File: src/design/wheel_quadrature_detent_decoder_core_defines.svh
// Assertion macros shared by the wheel decoder RTL.
// Define ASSERT_OFF to compile them away.
`ifndef WHEEL_QUADRATURE_DETENT_DECODER_CORE_DEFINES_SVH
`define WHEEL_QUADRATURE_DETENT_DECODER_CORE_DEFINES_SVH

`ifndef ASSERT_OFF
`define WQDD_ASSERT_NOW(lbl, ante, cons) \
  lbl: assert property (@(posedge clk) disable iff (!rst_n) (ante) |-> (cons)) \
    else $error("wqdd assertion failed");
`define WQDD_ASSERT_NEXT(lbl, ante, cons) \
  lbl: assert property (@(posedge clk) disable iff (!rst_n) (ante) |=> (cons)) \
    else $error("wqdd assertion failed");
`else
`define WQDD_ASSERT_NOW(lbl, ante, cons)
`define WQDD_ASSERT_NEXT(lbl, ante, cons)
`endif

`endif

File: src/design/wqdd_pkg.sv
`default_nettype none

package wqdd_pkg;

  // Pin level codes, B in bit 1 and A in bit 0
  localparam logic [1:0] LVL_LL = 2'b00;
  localparam logic [1:0] LVL_LH = 2'b01;
  localparam logic [1:0] LVL_HL = 2'b10;
  localparam logic [1:0] LVL_HH = 2'b11;

  // Debounced level
  typedef enum logic [1:0] {
    SET_NONE = 2'd0,
    SET_LL   = 2'd1,
    SET_HH   = 2'd2
  } settled_t;

  // Detent direction codes
  localparam logic DIR_CW  = 1'b0;
  localparam logic DIR_CCW = 1'b1;

  // Configuration port
  localparam int unsigned APB_ADDR_W = 3;
  localparam int unsigned APB_DATA_W = 32;
  localparam int unsigned SETTLE_W   = 4;
  localparam logic        REG_SETTLE_SAMPLES = 1'b0;  // word index, paddr[2]
  localparam logic [SETTLE_W-1:0] SETTLE_RESET = 4'd4;

endpackage

`default_nettype wire

File: src/design/wqdd_in_if.sv
`default_nettype none

// Pin sample channel
interface wqdd_in_if;
  logic valid;
  logic ready;
  logic pin_a;
  logic pin_b;

  modport source (output valid, output pin_a, output pin_b, input ready);
  modport sink   (input valid, input pin_a, input pin_b, output ready);
endinterface

`default_nettype wire

File: src/design/wqdd_out_if.sv
`default_nettype none

// Detent event channel
interface wqdd_out_if;
  logic valid;
  logic ready;
  logic direction;

  modport source (output valid, output direction, input ready);
  modport sink   (input valid, input direction, output ready);
endinterface

`default_nettype wire

File: src/design/wheel_quadrature_detent_decoder_core.sv
// Wheel quadrature detent decoder.
// in_chan carries one sample of encoder pins A and B per item; out_chan
// carries one detent event (direction 0 clockwise, 1 counterclockwise) for
// each sample that completes a debounced step, and nothing for other samples.
// Both channels use valid/ready; an item moves when both are high.
// The APB port holds settle_samples at address 0 (reset value 4); write it
// only while the block is idle.
// Throughput: one sample per cycle while the skid register is empty. The decoder
// state is updated in the cycle a sample is accepted, and an event appears on
// out_chan the next cycle when the result register is free, else it waits in a one-entry skid register.
// If the receiver stalls, samples are still taken until a second event is
// waiting; in_chan.ready drops only while the skid register holds an event,
// and rises the cycle after the receiver takes an item.
// Synchronous active-low reset clears the decoder to "not primed", empties
// the result and skid registers and restores settle_samples to 4; the first
// sample afterwards only records the pin levels.
`default_nettype none
`include "wheel_quadrature_detent_decoder_core_defines.svh"

module wheel_quadrature_detent_decoder_core
  import wqdd_pkg::*;
#(
  parameter int COUNT_WIDTH = 4
) (
  input  wire                   clk,
  input  wire                   rst_n,
  wqdd_in_if.sink               in_chan,
  wqdd_out_if.source            out_chan,
  input  wire                   psel,
  input  wire                   penable,
  input  wire                   pwrite,
  input  wire  [APB_ADDR_W-1:0] paddr,
  input  wire  [APB_DATA_W-1:0] pwdata,
  output logic [APB_DATA_W-1:0] prdata,
  output logic                  pready
);

  localparam int CMP_W   = (COUNT_WIDTH > SETTLE_W) ? COUNT_WIDTH : SETTLE_W;
  localparam int CNT_MAX = (1 << COUNT_WIDTH) - 1;
  localparam int RST_CNT = (int'(SETTLE_RESET) > CNT_MAX) ? CNT_MAX : int'(SETTLE_RESET);

  // Configuration register
  logic [SETTLE_W-1:0] settle_samples_r;
  logic                cfg_wr;

  assign pready = 1'b1;
  assign cfg_wr = psel && penable && pwrite && (paddr[2] == REG_SETTLE_SAMPLES);

  always_comb begin
    prdata = '0;
    if (paddr[2] == REG_SETTLE_SAMPLES) begin
      prdata = APB_DATA_W'(settle_samples_r);
    end
  end

  always_ff @(posedge clk) begin
    if (!rst_n) begin
      settle_samples_r <= SETTLE_RESET;
    end else if (cfg_wr) begin
      settle_samples_r <= pwdata[SETTLE_W-1:0];
    end
  end

  // Decoder state
  logic                   primed_r,   primed_nxt;
  logic [1:0]             last_lv_r,  last_lv_nxt;
  settled_t               settled_r,  settled_nxt;
  logic [COUNT_WIDTH-1:0] count_r,    count_nxt;
  logic                   pend_cw_r,  pend_cw_nxt;
  logic                   pend_ccw_r, pend_ccw_nxt;

  // Result register and skid entry
  logic out_valid_r,  out_valid_nxt;
  logic out_dir_r,    out_dir_nxt;
  logic skid_valid_r, skid_valid_nxt;
  logic skid_dir_r,   skid_dir_nxt;

  logic                   in_acc;
  logic                   pop;
  logic [1:0]             lv;
  logic [CMP_W-1:0]       settle_ext;
  logic [COUNT_WIDTH-1:0] reload;
  logic                   just;
  logic                   emit;
  logic                   emit_dir;
  logic                   cw;
  settled_t               target;

  assign in_chan.ready  = !skid_valid_r;
  assign in_acc         = in_chan.valid && !skid_valid_r;
  assign out_chan.valid = out_valid_r;
  assign out_chan.direction = out_dir_r;
  assign pop            = !out_valid_r || out_chan.ready;
  assign lv             = {in_chan.pin_b, in_chan.pin_a};

  // Reload value, saturated to the counter range
  assign settle_ext = CMP_W'(settle_samples_r);
  assign reload = (settle_ext > CMP_W'(CNT_MAX)) ? COUNT_WIDTH'(CNT_MAX)
                                                 : settle_ext[COUNT_WIDTH-1:0];

  // Per-sample next state
  always_comb begin
    primed_nxt   = primed_r;
    last_lv_nxt  = last_lv_r;
    settled_nxt  = settled_r;
    count_nxt    = count_r;
    pend_cw_nxt  = pend_cw_r;
    pend_ccw_nxt = pend_ccw_r;
    just         = 1'b0;
    emit         = 1'b0;
    emit_dir     = DIR_CW;
    cw           = 1'b0;
    target       = (lv == LVL_LL) ? SET_LL : SET_HH;

    if (!primed_r) begin
      // first sample only records the levels
      primed_nxt  = 1'b1;
      last_lv_nxt = lv;
      settled_nxt = SET_NONE;
      count_nxt   = reload;
    end else begin
      if (lv == LVL_LL || lv == LVL_HH) begin
        if (settled_r != target && last_lv_r == lv && count_r != '0) begin
          count_nxt = count_r - 1'b1;
          if (count_r == COUNT_WIDTH'(1)) begin
            settled_nxt = target;
            just        = 1'b1;
          end
        end
      end else begin
        count_nxt = reload;
        if (settled_r == SET_LL || settled_r == SET_HH) begin
          cw           = (lv == LVL_LH) == (settled_r == SET_LL);
          pend_cw_nxt  = cw;
          pend_ccw_nxt = !cw;
        end
      end
      last_lv_nxt = lv;

      // settling with a direction pending gives one event
      if (just) begin
        if (pend_cw_r) begin
          pend_cw_nxt = 1'b0;
          emit        = 1'b1;
          emit_dir    = DIR_CW;
        end else if (pend_ccw_r) begin
          pend_ccw_nxt = 1'b0;
          emit         = 1'b1;
          emit_dir     = DIR_CCW;
        end
      end
    end
  end

  // Output buffering
  always_comb begin
    out_valid_nxt  = out_valid_r;
    out_dir_nxt    = out_dir_r;
    skid_valid_nxt = skid_valid_r;
    skid_dir_nxt   = skid_dir_r;
    if (pop) begin
      if (skid_valid_r) begin
        out_valid_nxt  = 1'b1;
        out_dir_nxt    = skid_dir_r;
        skid_valid_nxt = 1'b0;
      end else begin
        out_valid_nxt = in_acc && emit;
        out_dir_nxt   = emit_dir;
      end
    end else if (in_acc && emit) begin
      skid_valid_nxt = 1'b1;
      skid_dir_nxt   = emit_dir;
    end
  end

  always_ff @(posedge clk) begin
    if (!rst_n) begin
      primed_r     <= 1'b0;
      last_lv_r    <= LVL_LL;
      settled_r    <= SET_NONE;
      count_r      <= COUNT_WIDTH'(RST_CNT);
      pend_cw_r    <= 1'b0;
      pend_ccw_r   <= 1'b0;
      out_valid_r  <= 1'b0;
      skid_valid_r <= 1'b0;
    end else begin
      if (in_acc) begin
        primed_r   <= primed_nxt;
        last_lv_r  <= last_lv_nxt;
        settled_r  <= settled_nxt;
        count_r    <= count_nxt;
        pend_cw_r  <= pend_cw_nxt;
        pend_ccw_r <= pend_ccw_nxt;
      end
      out_valid_r  <= out_valid_nxt;
      skid_valid_r <= skid_valid_nxt;
    end
  end

  always_ff @(posedge clk) begin
    out_dir_r  <= out_dir_nxt;
    skid_dir_r <= skid_dir_nxt;
  end

  // Checks
  `WQDD_ASSERT_NOW(a_skid_behind_out, skid_valid_r, out_valid_r)
  `WQDD_ASSERT_NOW(a_pend_exclusive, 1'b1, !(pend_cw_r && pend_ccw_r))
  `WQDD_ASSERT_NOW(a_unprimed_clean, !primed_r,
                   settled_r == SET_NONE && !pend_cw_r && !pend_ccw_r)
  `WQDD_ASSERT_NEXT(a_event_settles, in_acc && emit,
                    settled_r != SET_NONE && out_valid_r)

endmodule

`default_nettype wire

File: src/flat_wrapper.sv
// flat-port wrapper written by rule: the top's interface ports become plain ports
module wheel_quadrature_detent_decoder_core_flat import wqdd_pkg::*;
#(
  parameter int COUNT_WIDTH = 4
)
  (clk, rst_n, psel, penable, pwrite, paddr, pwdata, prdata, pready, in_chan_valid, in_chan_pin_a, in_chan_pin_b, in_chan_ready, out_chan_valid, out_chan_direction, out_chan_ready);
  wqdd_in_if in_chan_i ();
  wqdd_out_if out_chan_i ();
  input  wire clk;
  input  wire rst_n;
  input  wire psel;
  input  wire penable;
  input  wire pwrite;
  input  wire  [APB_ADDR_W-1:0] paddr;
  input  wire  [APB_DATA_W-1:0] pwdata;
  output logic [APB_DATA_W-1:0] prdata;
  output logic pready;
  input wire logic [$bits(in_chan_i.valid)-1:0] in_chan_valid;
  input wire logic [$bits(in_chan_i.pin_a)-1:0] in_chan_pin_a;
  input wire logic [$bits(in_chan_i.pin_b)-1:0] in_chan_pin_b;
  output wire logic [$bits(in_chan_i.ready)-1:0] in_chan_ready;
  output wire logic [$bits(out_chan_i.valid)-1:0] out_chan_valid;
  output wire logic [$bits(out_chan_i.direction)-1:0] out_chan_direction;
  input wire logic [$bits(out_chan_i.ready)-1:0] out_chan_ready;
  assign in_chan_i.valid = in_chan_valid;
  assign in_chan_i.pin_a = in_chan_pin_a;
  assign in_chan_i.pin_b = in_chan_pin_b;
  assign in_chan_ready = in_chan_i.ready;
  assign out_chan_valid = out_chan_i.valid;
  assign out_chan_direction = out_chan_i.direction;
  assign out_chan_i.ready = out_chan_ready;
  wheel_quadrature_detent_decoder_core #(.COUNT_WIDTH(COUNT_WIDTH)) u_core (.clk(clk), .rst_n(rst_n), .in_chan(in_chan_i), .out_chan(out_chan_i), .psel(psel), .penable(penable), .pwrite(pwrite), .paddr(paddr), .pwdata(pwdata), .prdata(prdata), .pready(pready));
endmodule
File: config.mk
export PLATFORM = sky130hd
export DESIGN_NAME = wheel_quadrature_detent_decoder_core_flat
export DESIGN_NICKNAME = d
export VERILOG_FILES = /design/src/design/wqdd_pkg.sv /design/src/design/wqdd_in_if.sv /design/src/design/wqdd_out_if.sv /design/src/design/wheel_quadrature_detent_decoder_core.sv /design/src/flat_wrapper.sv
export VERILOG_INCLUDE_DIRS = /design/src /design/src/design
export SDC_FILE = /design/constraint.sdc
export NUM_CORES = 1
export LEC_CHECK = 0
export BUFFER_PORTS_ARGS = -buffer_cell sky130_fd_sc_hd__buf_2
export CAP_MARGIN = 20
export CELL_PAD_IN_SITES_DETAIL_PLACEMENT = 1
export CELL_PAD_IN_SITES_GLOBAL_PLACEMENT = 1
export CORE_UTILIZATION = 27
export CTS_CLUSTER_DIAMETER = 80
export CTS_CLUSTER_SIZE = 25
export DETAILED_ROUTE_END_ITERATION = 10
export PLACE_DENSITY = 0.72
export SLEW_MARGIN = 20
export SYNTH_ARGS = -nofsm -noshare
export SYNTH_HDL_FRONTEND = slang
export SYNTH_SLANG_ARGS = --single-unit
File: constraint.sdc
create_clock -name clk -period 1.8 [get_ports clk]
set_input_delay 0.36 -clock clk [delete_from_list [all_inputs] [get_ports clk]]
set_output_delay 0.36 -clock clk [all_outputs]
set_load 0.05 [all_outputs]
[Word-level counts from Yosys, hierarchy flattened]
Index checks and enable logic that the tools add are counted.
Operators by class
  add/sub/neg operators: 1
  magnitude comparators: 1
  eq/ne operators: 12
  multiplexer cells: 32
  bitwise logic cells: 3
  reduce and logical (&&, ||, !) cells: 20
Operators by type and width (number)
  1-bit 2-to-1 mux: 22
  4-bit 2-to-1 mux: 5
  2-bit 2-to-1 mux: 5
  1-bit logical AND: 7
  2-bit != test, second input constant: 3
  2-bit AND reduction: 3
  2-bit by 1-bit equality test with 1-bit output, second input constant: 2
  2-bit equality test, second input constant: 2
  4-bit by 1-bit equality test with 1-bit output, second input constant: 1
  4-bit > comparator, second input constant: 1
  4-bit AND reduction: 1
  4-bit nonzero test: 1
  4-bit by 1-bit subtractor with 4-bit output, second input constant: 1
  1-bit logical NOT: 3
  1-bit logical OR: 3
  3-bit != test, second input constant: 1
  1-bit NOT: 3
  2-bit equality test: 1
  2-bit logical NOT: 1
  2-bit != test: 1
  2-bit OR reduction: 1
  1-bit equality test: 1
Word-level totals
  bits in registers: 19
  bits of input ports: 44
  output and inout bits: 36
  logic and storage cells: 80

[Longest topological paths before layout]
Gate-level depths: netlist of run 1.
  word-level depth: 12
  mapped depth: 7
  gate-level depth less buffers: 6

[Least setup slack after synthesis of run 1]
No wires, ideal clock.
  path type: input to register
  from: input in_chan_pin_b
  to: register u_core.skid_dir_r, enable pin
  setup time: 0.292 ns
  arrival: 1.484 ns
  required time: 1.508 ns
  slack: 0.024 ns
  stages on the path: 6
  path buffers: 0
  path through: inv_1 -> ha_1 -> nor4_2 -> nand2_2 -> nor4_2 -> and2_1
Between the ends
  cells in the longest elaborated chain, start to end: 12
  elaborated cells between the ends (all ways): 15
  those cells by class: eq/ne (3); mux (6); reduce/logical (6)
RTL lines
  start, declared: line flat_wrapper.sv:20  | input wire logic [$bits(in_chan_i.pin_b)-1:0] in_chan_pin_b;
  2-bit logical NOT: line wheel_quadrature_detent_decoder_core.sv:113, wheel_quadrature_detent_decoder_core.sv:122
  2-bit 2-to-1 mux: line wheel_quadrature_detent_decoder_core.sv:113  | target = (lv == LVL_LL) ? SET_LL : SET_HH;
  2-bit != test: line wheel_quadrature_detent_decoder_core.sv:123  | if (settled_r != target && last_lv_r == lv && count_r != '0) begin
  1-bit logical AND (2 in series): line wheel_quadrature_detent_decoder_core.sv:123
  1-bit 2-to-1 mux: line wheel_quadrature_detent_decoder_core.sv:123
  1-bit 2-to-1 mux *: line wheel_quadrature_detent_decoder_core.sv:122  | if (lv == LVL_LL || lv == LVL_HH) begin
  1-bit 2-to-1 mux *: line wheel_quadrature_detent_decoder_core.sv:115  | if (!primed_r) begin
  1-bit 2-to-1 mux *: line wheel_quadrature_detent_decoder_core.sv:141  | if (just) begin
  1-bit 2-to-1 mux *: line wheel_quadrature_detent_decoder_core.sv:115
  1-bit logical AND *: line wheel_quadrature_detent_decoder_core.sv:170  | end else if (in_acc && emit) begin
  2-bit AND reduction (no line) *
  end signal, assigned: line wheel_quadrature_detent_decoder_core.sv:202  | skid_dir_r <= skid_dir_nxt;
  end, declared: line wheel_quadrature_detent_decoder_core.sv:76  | logic skid_dir_r, skid_dir_nxt;
Every way passes the cells marked *; elsewhere a longest branch is shown, timed or not. The select of a mux whose other input is x is not followed.
A chain may end at the register's enable or synchronous reset.

[Worst setup path after layout of run 1]
  from: register u_core.count_r[0]
  to: register u_core.settled_r[0]
Between the ends
  cells in the longest elaborated chain, start to end: 4
  elaborated cells between the ends (all ways): 6
  those cells by class: eq/ne (3); reduce/logical (3)
RTL lines
  start, declared: line wheel_quadrature_detent_decoder_core.sv:68  | logic [COUNT_WIDTH-1:0] count_r, count_nxt;
  start signal, assigned: line wheel_quadrature_detent_decoder_core.sv:181  | count_r <= COUNT_WIDTH'(RST_CNT);
  start signal, assigned: line wheel_quadrature_detent_decoder_core.sv:191  | count_r <= count_nxt;
  4-bit nonzero test: line wheel_quadrature_detent_decoder_core.sv:123
  1-bit logical AND: line wheel_quadrature_detent_decoder_core.sv:123
  2-bit != test (no line)
  4-bit AND reduction (no line) *
  end signal, assigned: line wheel_quadrature_detent_decoder_core.sv:190  | settled_r <= settled_nxt;
  end, declared: line wheel_quadrature_detent_decoder_core.sv:67  | settled_t settled_r, settled_nxt;
Every way passes the cells marked *; elsewhere a longest branch is shown, timed or not.

==> results of run 1 <==
-- final cells by class --
class | instances | area, um2 | area share (%)
clock buffer | 4 | 45.0 | 2.78
multi-input combinational | 123 | 800 | 49.4
timing repair buffer | 40 | 250 | 15.5
tap | 67 | 83.8 | 5.18
sequential | 19 | 402 | 24.8
inverter | 10 | 37.5 | 2.32
-- layer usage --
| layer | track usage [%] | up-vias | wire, um |
|---|---|---|---|
| met2 | 24.1 | 23 | 1770 |
| li1 | - | 566 | - |
| met3 | 2.07 | 4 | 109 |
| met1 | 15.8 | 570 | 1400 |
| met5 | 0 | - | 0 |
| met4 | 4.79 | 0 | 39 |
-- Yosys cell counts (2+ instances only) --
library cell | instances | area, um2
nand3_1 | 5 | 25.0
nor4_2 | 2 | 25.0
nor2b_1 | 6 | 37.5
nor3_1 | 6 | 30.0
a21oi_1 | 4 | 20.0
inv_1 | 10 | 37.5
a31oi_1 | 2 | 12.5
dfxtp_1 | 17 | 340
nand3b_1 | 3 | 22.5
o211ai_1 | 3 | 22.5
xnor2_2 | 2 | 32.5
mux2i_1 | 4 | 40.0
clkbuf_1 | 2 | 7.51
buf_4 | 29 | 218
ha_1 | 5 | 62.6
o2111ai_1 | 2 | 17.5
conb_1 | 2 | 7.51
nand2b_1 | 4 | 25.0
nand2_1 | 13 | 48.8
or4_1 | 2 | 15.0
or3_1 | 2 | 12.5
nor2_1 | 8 | 30.0
edfxtp_1 | 2 | 60.1
-- where the power goes --
part | total, W | internal, W | switching, W
sequential | 0.000447 | 0.000436 | 0.0000112
combinational | 0.000303 | 0.0000801 | 0.000223
clock | 0.000314 | 0.000158 | 0.000156
-- worst max path at each step --
stage | from | to | slack [ps] | cells after the start
floorplan | in_chan_pin_b | u_core.skid_dir_r$_DFFE_PP_ | 20 | 6
global route | u_core.count_r[0]$_SDFFE_PN0P_ | u_core.settled_r[0]$_SDFFE_PN0P_ | 20 | 7
global placement | in_chan_pin_b | u_core.count_r[0]$_SDFFE_PN0P_ | -180 | 8
CTS | in_chan_pin_b | u_core.skid_dir_r$_DFFE_PP_ | 40 | 7
detailed placement | in_chan_pin_b | u_core.count_r[0]$_SDFFE_PN0P_ | -190 | 8
finish | u_core.count_r[0]$_SDFFE_PN0P_ | u_core.settled_r[0]$_SDFFE_PN0P_ | 110 | 7
-- sequential cells by signal (all words and copies together), names as in the netlist, 2 cells and up --
signal	cells
u_core.settled_r	2
u_core.last_lv_r	2
u_core.settle_ext	4
u_core.count_r	4
-- tightest hold or removal path, delay by kind of cell --
kind                   cells  cell delay [ps]
buffers and inverters      1               80
multiplexers               1               50
AND/OR/NAND/NOR            1               60
-- per-stage QoR --
step | worst slack [ps] | power, W | hold slack [ps] | instance area, um2 | utilization [%]
after floorplan | 23.7 | 0.000721 | 460 | 1450 | -
after detailed placement | -185 | 0.000750 | 485 | 1540 | 32.4
final | 107 | 0.00106 | 307 | 1620 | 34.0
after global routing | 15.0 | 0.00111 | 347 | 1620 | 34.0
after CTS | 38.4 | 0.00107 | 308 | 1590 | 33.4
after global placement | -181 | 0.000746 | 478 | 1540 | 32.4
-- logic make-up after synthesis --
kind of cell / after synthesis / synth area share [%]
simple gates: 59 / 25.1
xor+xnor: 3 / 3.06
compound gates: 23 / 13.3
fa+ha+maj: 5 / 4.64
other cells: 2 / 0.557
mux: 4 / 2.97
buf+inv: 43 / 20.7
flops: 19 / 29.7
-- what timing repair did --
action / CTS / global route
hold buffers: 0 / 0
gates resized for setup: 0 / 5
pin swaps: 1 / 3
cloned: 0 / 0
setup endpoints to repair: 1 / 4
==> flow_summary.ini, run 1 <==
[timing]
setup_tns_ps = 0
hold_violations = 0
rsz0062_at_grt = false
fmax_ghz = 0.591
fin_crit_sh_pct = 94.1
maxSlewViolCount = 0
min_period_ps = 1690
setup_viol = 0
skew_ps = 3.68

[place]
dp_cells = 259
dpl.hpwl_um = 2540
port_buffers = 20
gp_congestion = 0.784

[clock_network]
clk_pin_slew_worst_paths_ps = 80
clk_latency_ps = 260
clock_path_buffers = 2
post_cts_buffers = 0
cts_buffers = 3
cts_tree = done
h-tree-depth = 1
cts_root_buffer = clkbuf_8
clock_sinks = 19

[cells_and_area]
drive_gt1_share_pct = 28.1
instances_no_fill = 263
final_common_cell = conb_1
filler_cell_count = 608
nNetsFinal = 246
syn2layout_area_growth_pct = 19.9
mostFrequentLayoutCells = conb_1 (29), buf_2 (20), buf_4 (20), dfxtp_1 (16), nand2_1 (13)
diodes = 0

[power]
power_leakage_nw = 0.722
irDropWorstVdd_uv = 328
powerDensity_nw_per_um2 = 658

[grt]
grt_pass1_vias = 1121
grt_usage_pct = 13.3
grt_first_pass_wirelength_um = 5380
grt_max_degree = 13
grt_overflow = 0
grt_antenna_before_repair = 0

[drt]
ant_nets = 0
drt-initial-drc-count = 19
via_count = 1163
dr.pass1.iters = 4
wl_per_cell_um = 12.6
drt-total-wl_um = 3310
vias_per_cell = 4.42
drc = 0

[floorplan]
pin_count = 80
std_cell_rows = 25
die_width_um = 72.7
core_area_um2 = 4750
die_h_um = 72.7
dieArea_um2 = 5280
initial_core_util_pct = 28.4

[worst_setup_path]
r2r-start = u_core.count_r[0]$_SDFFE_PN0P_
r2r_slack_ps = 110
critPathSlowestCell = dfxtp_1
path_delay_family = simple AND/OR/NAND/NOR gates
critPathMaxStageDelay_ps = 340
cp-start-kind = flip-flop
reg2regPathDepth = 7
critPathBufInv = 2
crit_chain = inv_1 > ha_2 > nor4_4 > nand2_2 > buf_4 > or3_1 > a31oi_1
cp.arrival_ps = 1890
critical_path_required_ps = 1990
cp_max_fo = 5
critPathKind = reg -> reg
crit-reg2reg-capture = u_core.settled_r[0]$_SDFFE_PN0P_
end_kind = flip-flop

[synth]
synth_edf_count = 2
syn_avg_cell_area_um2 = 8.54
synth_cell_type_count = 46
async_flop_share_pct = 0
synthCells = 158
ys_ff_latch = 19
syn_area_um2 = 1350
ys.warnings.count = 0
yosysSeqAreaShare_pct = 29.7
ys.flop_type = dfxtp_1

[hold_path]
hp-start = pwdata[2]
whs_path_depth = 3
hp-class = in -> reg
hold_end = u_core.settle_ext[2]$_SDFFE_PN1P_

[run]
cap_violations = 0

[status]
outcome = completed
Note: power is estimated with default switching activity, not from simulation.
==> inputs of run 2 (changes only) <==
--- a/config.mk
+++ b/config.mk
@@ -10,6 +10,7 @@
 export CAP_MARGIN = 20
 export CELL_PAD_IN_SITES_DETAIL_PLACEMENT = 1
 export CELL_PAD_IN_SITES_GLOBAL_PLACEMENT = 1
+export CORE_MARGIN = 10
 export CORE_UTILIZATION = 27
 export CTS_CLUSTER_DIAMETER = 80
 export CTS_CLUSTER_SIZE = 25
==> flow_summary.ini, run 2 (synthesis results as in run 1) <==
[status]
outcome = completed

[worst_setup_path]
r2r_slack_ps = 130
end_kind = flip-flop
crit_start = u_core.count_r[1]$_SDFFE_PN0P_
critPathKind = reg -> reg
critPathCapture = u_core.out_chan.direction$_DFFE_PP_
cp.arrival_ps = 1750
cp-start-kind = flip-flop
r2r-start = u_core.count_r[1]$_SDFFE_PN0P_
reg2regPathDepth = 6
critical_path_required_ps = 1880
cp_max_fo = 3
crit-reg2reg-capture = u_core.out_chan.direction$_DFFE_PP_

[cells_and_area]
mostFrequentLayoutCells = conb_1 (29), buf_2 (20), buf_4 (20), dfxtp_1 (17), nand2_1 (13)
final_common_cell = conb_1
filler_cell_count = 589
diodes = 0
nNetsFinal = 246
utilization_pct = 33.9
final_cell_area_um2 = 1620
drive_gt1_share_pct = 28.1
syn2layout_area_growth_pct = 20.1

[hold_path]
hp-class = in -> reg

[grt]
grt_pass1_vias = 1271
grt_first_pass_wirelength_um = 6020
grt_antenna_before_repair = 0
grt_usage_pct = 8.70
grt_max_degree = 13
grt_overflow = 0

[timing]
maxSlewViolCount = 0
skew_ps = 0.871
hold_violations = 0
fin_crit_sh_pct = 92.8
setup_viol = 0
min_period_ps = 1670
fmax_ghz = 0.599
setup_ws_ps = 130
setup_tns_ps = 0

[floorplan]
initial_core_util_pct = 28.2
dieArea_um2 = 8220
core_area_um2 = 4790
pin_count = 80
die_h_um = 90.7
die_width_um = 90.7
std_cell_rows = 25

[run]
cap_violations = 0

[clock_network]
cts.hold.buffers_added = 0
post_cts_buffers = 0
cts_root_buffer = clkbuf_8
h-tree-depth = 1
clk_latency_ps = 260
clock_sinks = 19
clk_pin_slew_worst_paths_ps = 70
clock_path_buffers = 2
cts_tree = done
cts_buffers = 3

[place]
port_buffers = 20
dpl.hpwl_um = 2990
gp_congestion = 0.796
place_area_um2 = 1540
pre_cts_ws_ps = -229

[power]
sw_frac_of_total_pct = 36.7
p_clk_share_pct = 29.4
powerDensity_nw_per_um2 = 656
pwr-share-seq_pct = 41.8
power.internal_w = 0.000673
switching_power_w = 0.000390
irDropWorstVdd_uv = 212
power_leakage_nw = 0.730
combPwrFrac_pct = 28.8
finalPower_w = 0.00106

[drt]
drt-initial-drc-count = 55
via_count = 1162
dr.pass1.iters = 4
drc = 0
drt-total-wl_um = 3710
vias_per_cell = 4.42
wl_per_cell_um = 14.1
ant_nets = 0
[run 2: timing repair]
action / 4_1_cts / 5_1_grt
hold endpoints to repair: 0 / 0
setup endpoints to repair: 0 / 6
resized for setup: 0 / 4
[run 2: cell type report]
type                       instances  area, um2  share of cell area, %
multi-input combinational        123        803                   49.6
sequential                        19        400                   24.7
timing repair buffer              40        250                   15.4
tap                               67       83.8                   5.17
clock buffer                       4       45.0                   2.78
inverter                          10       37.5                   2.32
[run 2: power groups by stage]
stage	combinational, W	sequential [W]	clock (W)
2_1_floorplan	0.000269	0.000452	0
3_5_place_dp	0.000297	0.000454	0
3_3_place_gp	0.000292	0.000453	0
4_1_cts	0.000298	0.000444	0.000332
5_1_grt	0.000327	0.000445	0.000341
6_report	0.000306	0.000444	0.000313
[run 2: metal layers]
layer,vias to the layer above,routed length (um),track usage (%)
met2,25,2010,16.5
met5,-,0,0
li1,564,-,-
met3,7,117,2.08
met1,566,1520,8.83
met4,0,67,3.58
[run 2: worst min path at each step]
stage / from / to / slack (ps) / depth (start not counted)
global route: pwdata[3] / u_core.settle_ext[3]$_SDFFE_PN0P_ / 330 / 3
floorplan: u_core.settle_ext[2]$_SDFFE_PN1P_ / u_core.settle_ext[2]$_SDFFE_PN1P_ / 460 / 2
CTS: pwdata[2] / u_core.settle_ext[2]$_SDFFE_PN1P_ / 310 / 3
detailed placement: u_core.last_lv_r[1]$_SDFFE_PN0P_ / u_core.last_lv_r[1]$_SDFFE_PN0P_ / 500 / 2
finish: pwdata[2] / u_core.settle_ext[2]$_SDFFE_PN1P_ / 310 / 3
global placement: u_core.last_lv_r[1]$_SDFFE_PN0P_ / u_core.last_lv_r[1]$_SDFFE_PN0P_ / 480 / 2
[run 2: worst max-delay path, stage by stage (launching register included)]
cell and delay (ps):
dfxtp_1 340, inv_1 70, ha_1 230, nor4_2 170
nand2_2 130, or2_4 270, o41ai_2 280
[run 2: through the flow]
stage                     hold WS (ps)  cells
after floorplan                    460    185
after global placement             478    259
after detailed placement           497    259
after CTS                          308    263
after global routing               329    263
final                              311    263
==> inputs of run 3 (changes only) <==
--- a/config.mk
+++ b/config.mk
@@ -11,11 +11,12 @@
 export CELL_PAD_IN_SITES_DETAIL_PLACEMENT = 1
 export CELL_PAD_IN_SITES_GLOBAL_PLACEMENT = 1
 export CORE_MARGIN = 10
-export CORE_UTILIZATION = 27
+export CORE_UTILIZATION = 30
 export CTS_CLUSTER_DIAMETER = 80
 export CTS_CLUSTER_SIZE = 25
 export DETAILED_ROUTE_END_ITERATION = 10
-export PLACE_DENSITY = 0.72
+export PLACE_DENSITY = 0.76
+export RECOVER_POWER = 50
 export SLEW_MARGIN = 20
 export SYNTH_ARGS = -nofsm -noshare
 export SYNTH_HDL_FRONTEND = slang
==> constraint.sdc (replaced) <==
create_clock -name clk -period 1.6 [get_ports clk]
set_input_delay 0.32 -clock clk [delete_from_list [all_inputs] [get_ports clk]]
set_output_delay 0.32 -clock clk [all_outputs]
set_load 0.05 [all_outputs]
==> flow_summary.ini, run 3 (synthesis results as in run 1) <==
[status]
outcome = completed

[cells_and_area]
final_cell_area_um2 = 1700
diodes = 0
mostFrequentLayoutCells = conb_1 (29), buf_4 (23), buf_2 (17), dfxtp_1 (14), nand2_1 (13)
instances_no_fill = 253
drive_gt1_share_pct = 33.3
syn2layout_area_growth_pct = 26.2
final_common_cell = conb_1
nNetsFinal = 251

[power]
power_leakage_nw = 0.754
powerDensity_nw_per_um2 = 715
irDropWorstVdd_uv = 353

[clock_network]
h-tree-depth = 1
cts_root_buffer = clkbuf_8
clock_sinks = 19
clock_path_buffers = 2
clk_latency_ps = 270
cts_tree = done
cts_buffers = 3
clk_pin_slew_worst_paths_ps = 80

[grt]
grt_pass1_vias = 1238
grt_first_pass_wirelength_um = 5720
grt_antenna_before_repair = 0
grt_usage_pct = 9.31
grt_overflow = 0
grt_max_degree = 13

[timing]
setup_ws_ps = 23.7
hold_violations = 0
min_period_ps = 1580
maxSlewViolCount = 0
fmax_ghz = 0.634
slew-limit-headroom_pct = 60.2
fin_crit_sh_pct = 98.5
tightestPinTransition_ps = 600
setup_viol = 0
skew_ps = 6.37
rsz0062_at_grt = true

[worst_setup_path]
critPathKind = reg -> reg
critPathMaxStageDelay_ps = 340
end_kind = flip-flop
cp-start-kind = flip-flop
r2r-start = u_core.count_r[0]$_SDFFE_PN0P_
crit_chain = inv_2 > ha_4 > nor4_4 > nand2_2 > or2_4 > o41ai_4
critical_path_required_ps = 1690
cp.arrival_ps = 1660
cp_max_fo = 3
critPathSlowestCell = dfxtp_2
crit_start = u_core.count_r[0]$_SDFFE_PN0P_

[run]
cap_violations = 0

[drt]
dr.pass1.iters = 4
via_count = 1167
ant_nets = 0
drc = 0
drt-initial-drc-count = 35
vias_per_cell = 4.61
wl_per_cell_um = 14.6
drt-total-wl_um = 3690

[floorplan]
std_cell_rows = 24
initial_core_util_pct = 31.0
pin_count = 80
die_h_um = 87.1
dieArea_um2 = 7580
core_area_um2 = 4350
die_width_um = 87.1

[place]
pre_cts_ws_ps = -324
gp_congestion = 0.785
dp_cells = 247
dpl.hpwl_um = 2900
port_buffers = 20
place_area_um2 = 1590

[hold_path]
hp-class = in -> reg
hp-start = pwdata[2]
-- run 3: cell count changes in the layout (fill, tap and decap cells not counted), moves of 2 or more --
cell	previous run	this run
o41ai_2	2	0
ha_4	0	2
buf_4	20	23
dfxtp_1	17	14
buf_2	20	17
inv_1	10	6
ha_1	5	3
dfxtp_2	0	3
inv_2	0	2
clkbuf_1	1	4
-- run 3: final timing paths --
| check | slack (ps) | to | cells past startpoint |
|---|---|---|---|
| worst max register to register | 20 | u_core.out_chan.direction$_DFFE_PP_ | 6 |
| worst min-delay path | 260 | u_core.settle_ext[2]$_SDFFE_PN1P_ | 3 |
| worst max-delay path | 20 | u_core.out_chan.direction$_DFFE_PP_ | 6 |
| worst min register to register | 490 | u_core.last_lv_r[1]$_SDFFE_PN0P_ | 2 |
-- run 3: per-stage QoR --
step / hold slack, ps / utilization (%) / TNS (ps) / total power, W
finish: 257 / 39.1 / 0 / 0.00122
global route: 269 / 39.1 / -230 / 0.00127
CTS: 258 / 38.1 / 0 / 0.00122
detailed placement: 489 / 36.6 / -2740 / 0.000853
global placement: 478 / 36.6 / -2390 / 0.000847
floorplan: 445 / - / -65.7 / 0.000823
-- run 3: report_power, final --
| part | switching, W | internal [W] | leakage (nW) |
|---|---|---|---|
| Sequential | 0.0000136 | 0.000490 | 0.159 |
| Combinational | 0.000259 | 0.0000984 | 0.573 |
| Clock | 0.000177 | 0.000178 | 0.0228 |
| Total | 0.000450 | 0.000767 | 0.754 |
-- run 3: layer usage --
layer  up-vias  global-route usage [%]  routed length [um]  share of wire [%]
met5         -                       0                   0                  0
met4         0                    4.86                  72                2.0
met3         5                    1.69                 156                4.2
met2        32                    16.7                1930                 52
met1       559                    10.0                1530                 41
li1        571                       -                   -                  -
-- run 3: area by class of cell --
cell class                      count  area [um2]
Tap cell                           52        65.1
Sequential cell                    19         404
Inverter                           10        52.6
Timing Repair Buffer               45         288
Fill cell                         520        2650
Multi-Input combinational cell    123         847
Clock buffer                        4        45.0
-- run 3: repair_timing --
action,4_1_cts,5_1_grt
buffers inserted,0,2
cloned,0,0
hold endpoints to repair,0,0
pin swaps,3,11
hold buffers,0,0
endpoints found under the setup margin,4,7
gates resized for setup,2,11
-- run 3: critical path, delay by kind of cell (launching register included) --
| family | cells | cell delay (ps) |
|---|---|---|
| buffers and inverters | 1 | 50 |
| AO/OA/AOI/OAI | 1 | 190 |
| adder cells (fa/ha/maj) | 1 | 170 |
| flip-flops | 1 | 340 |
| AND/OR/NAND/NOR | 3 | 640 |
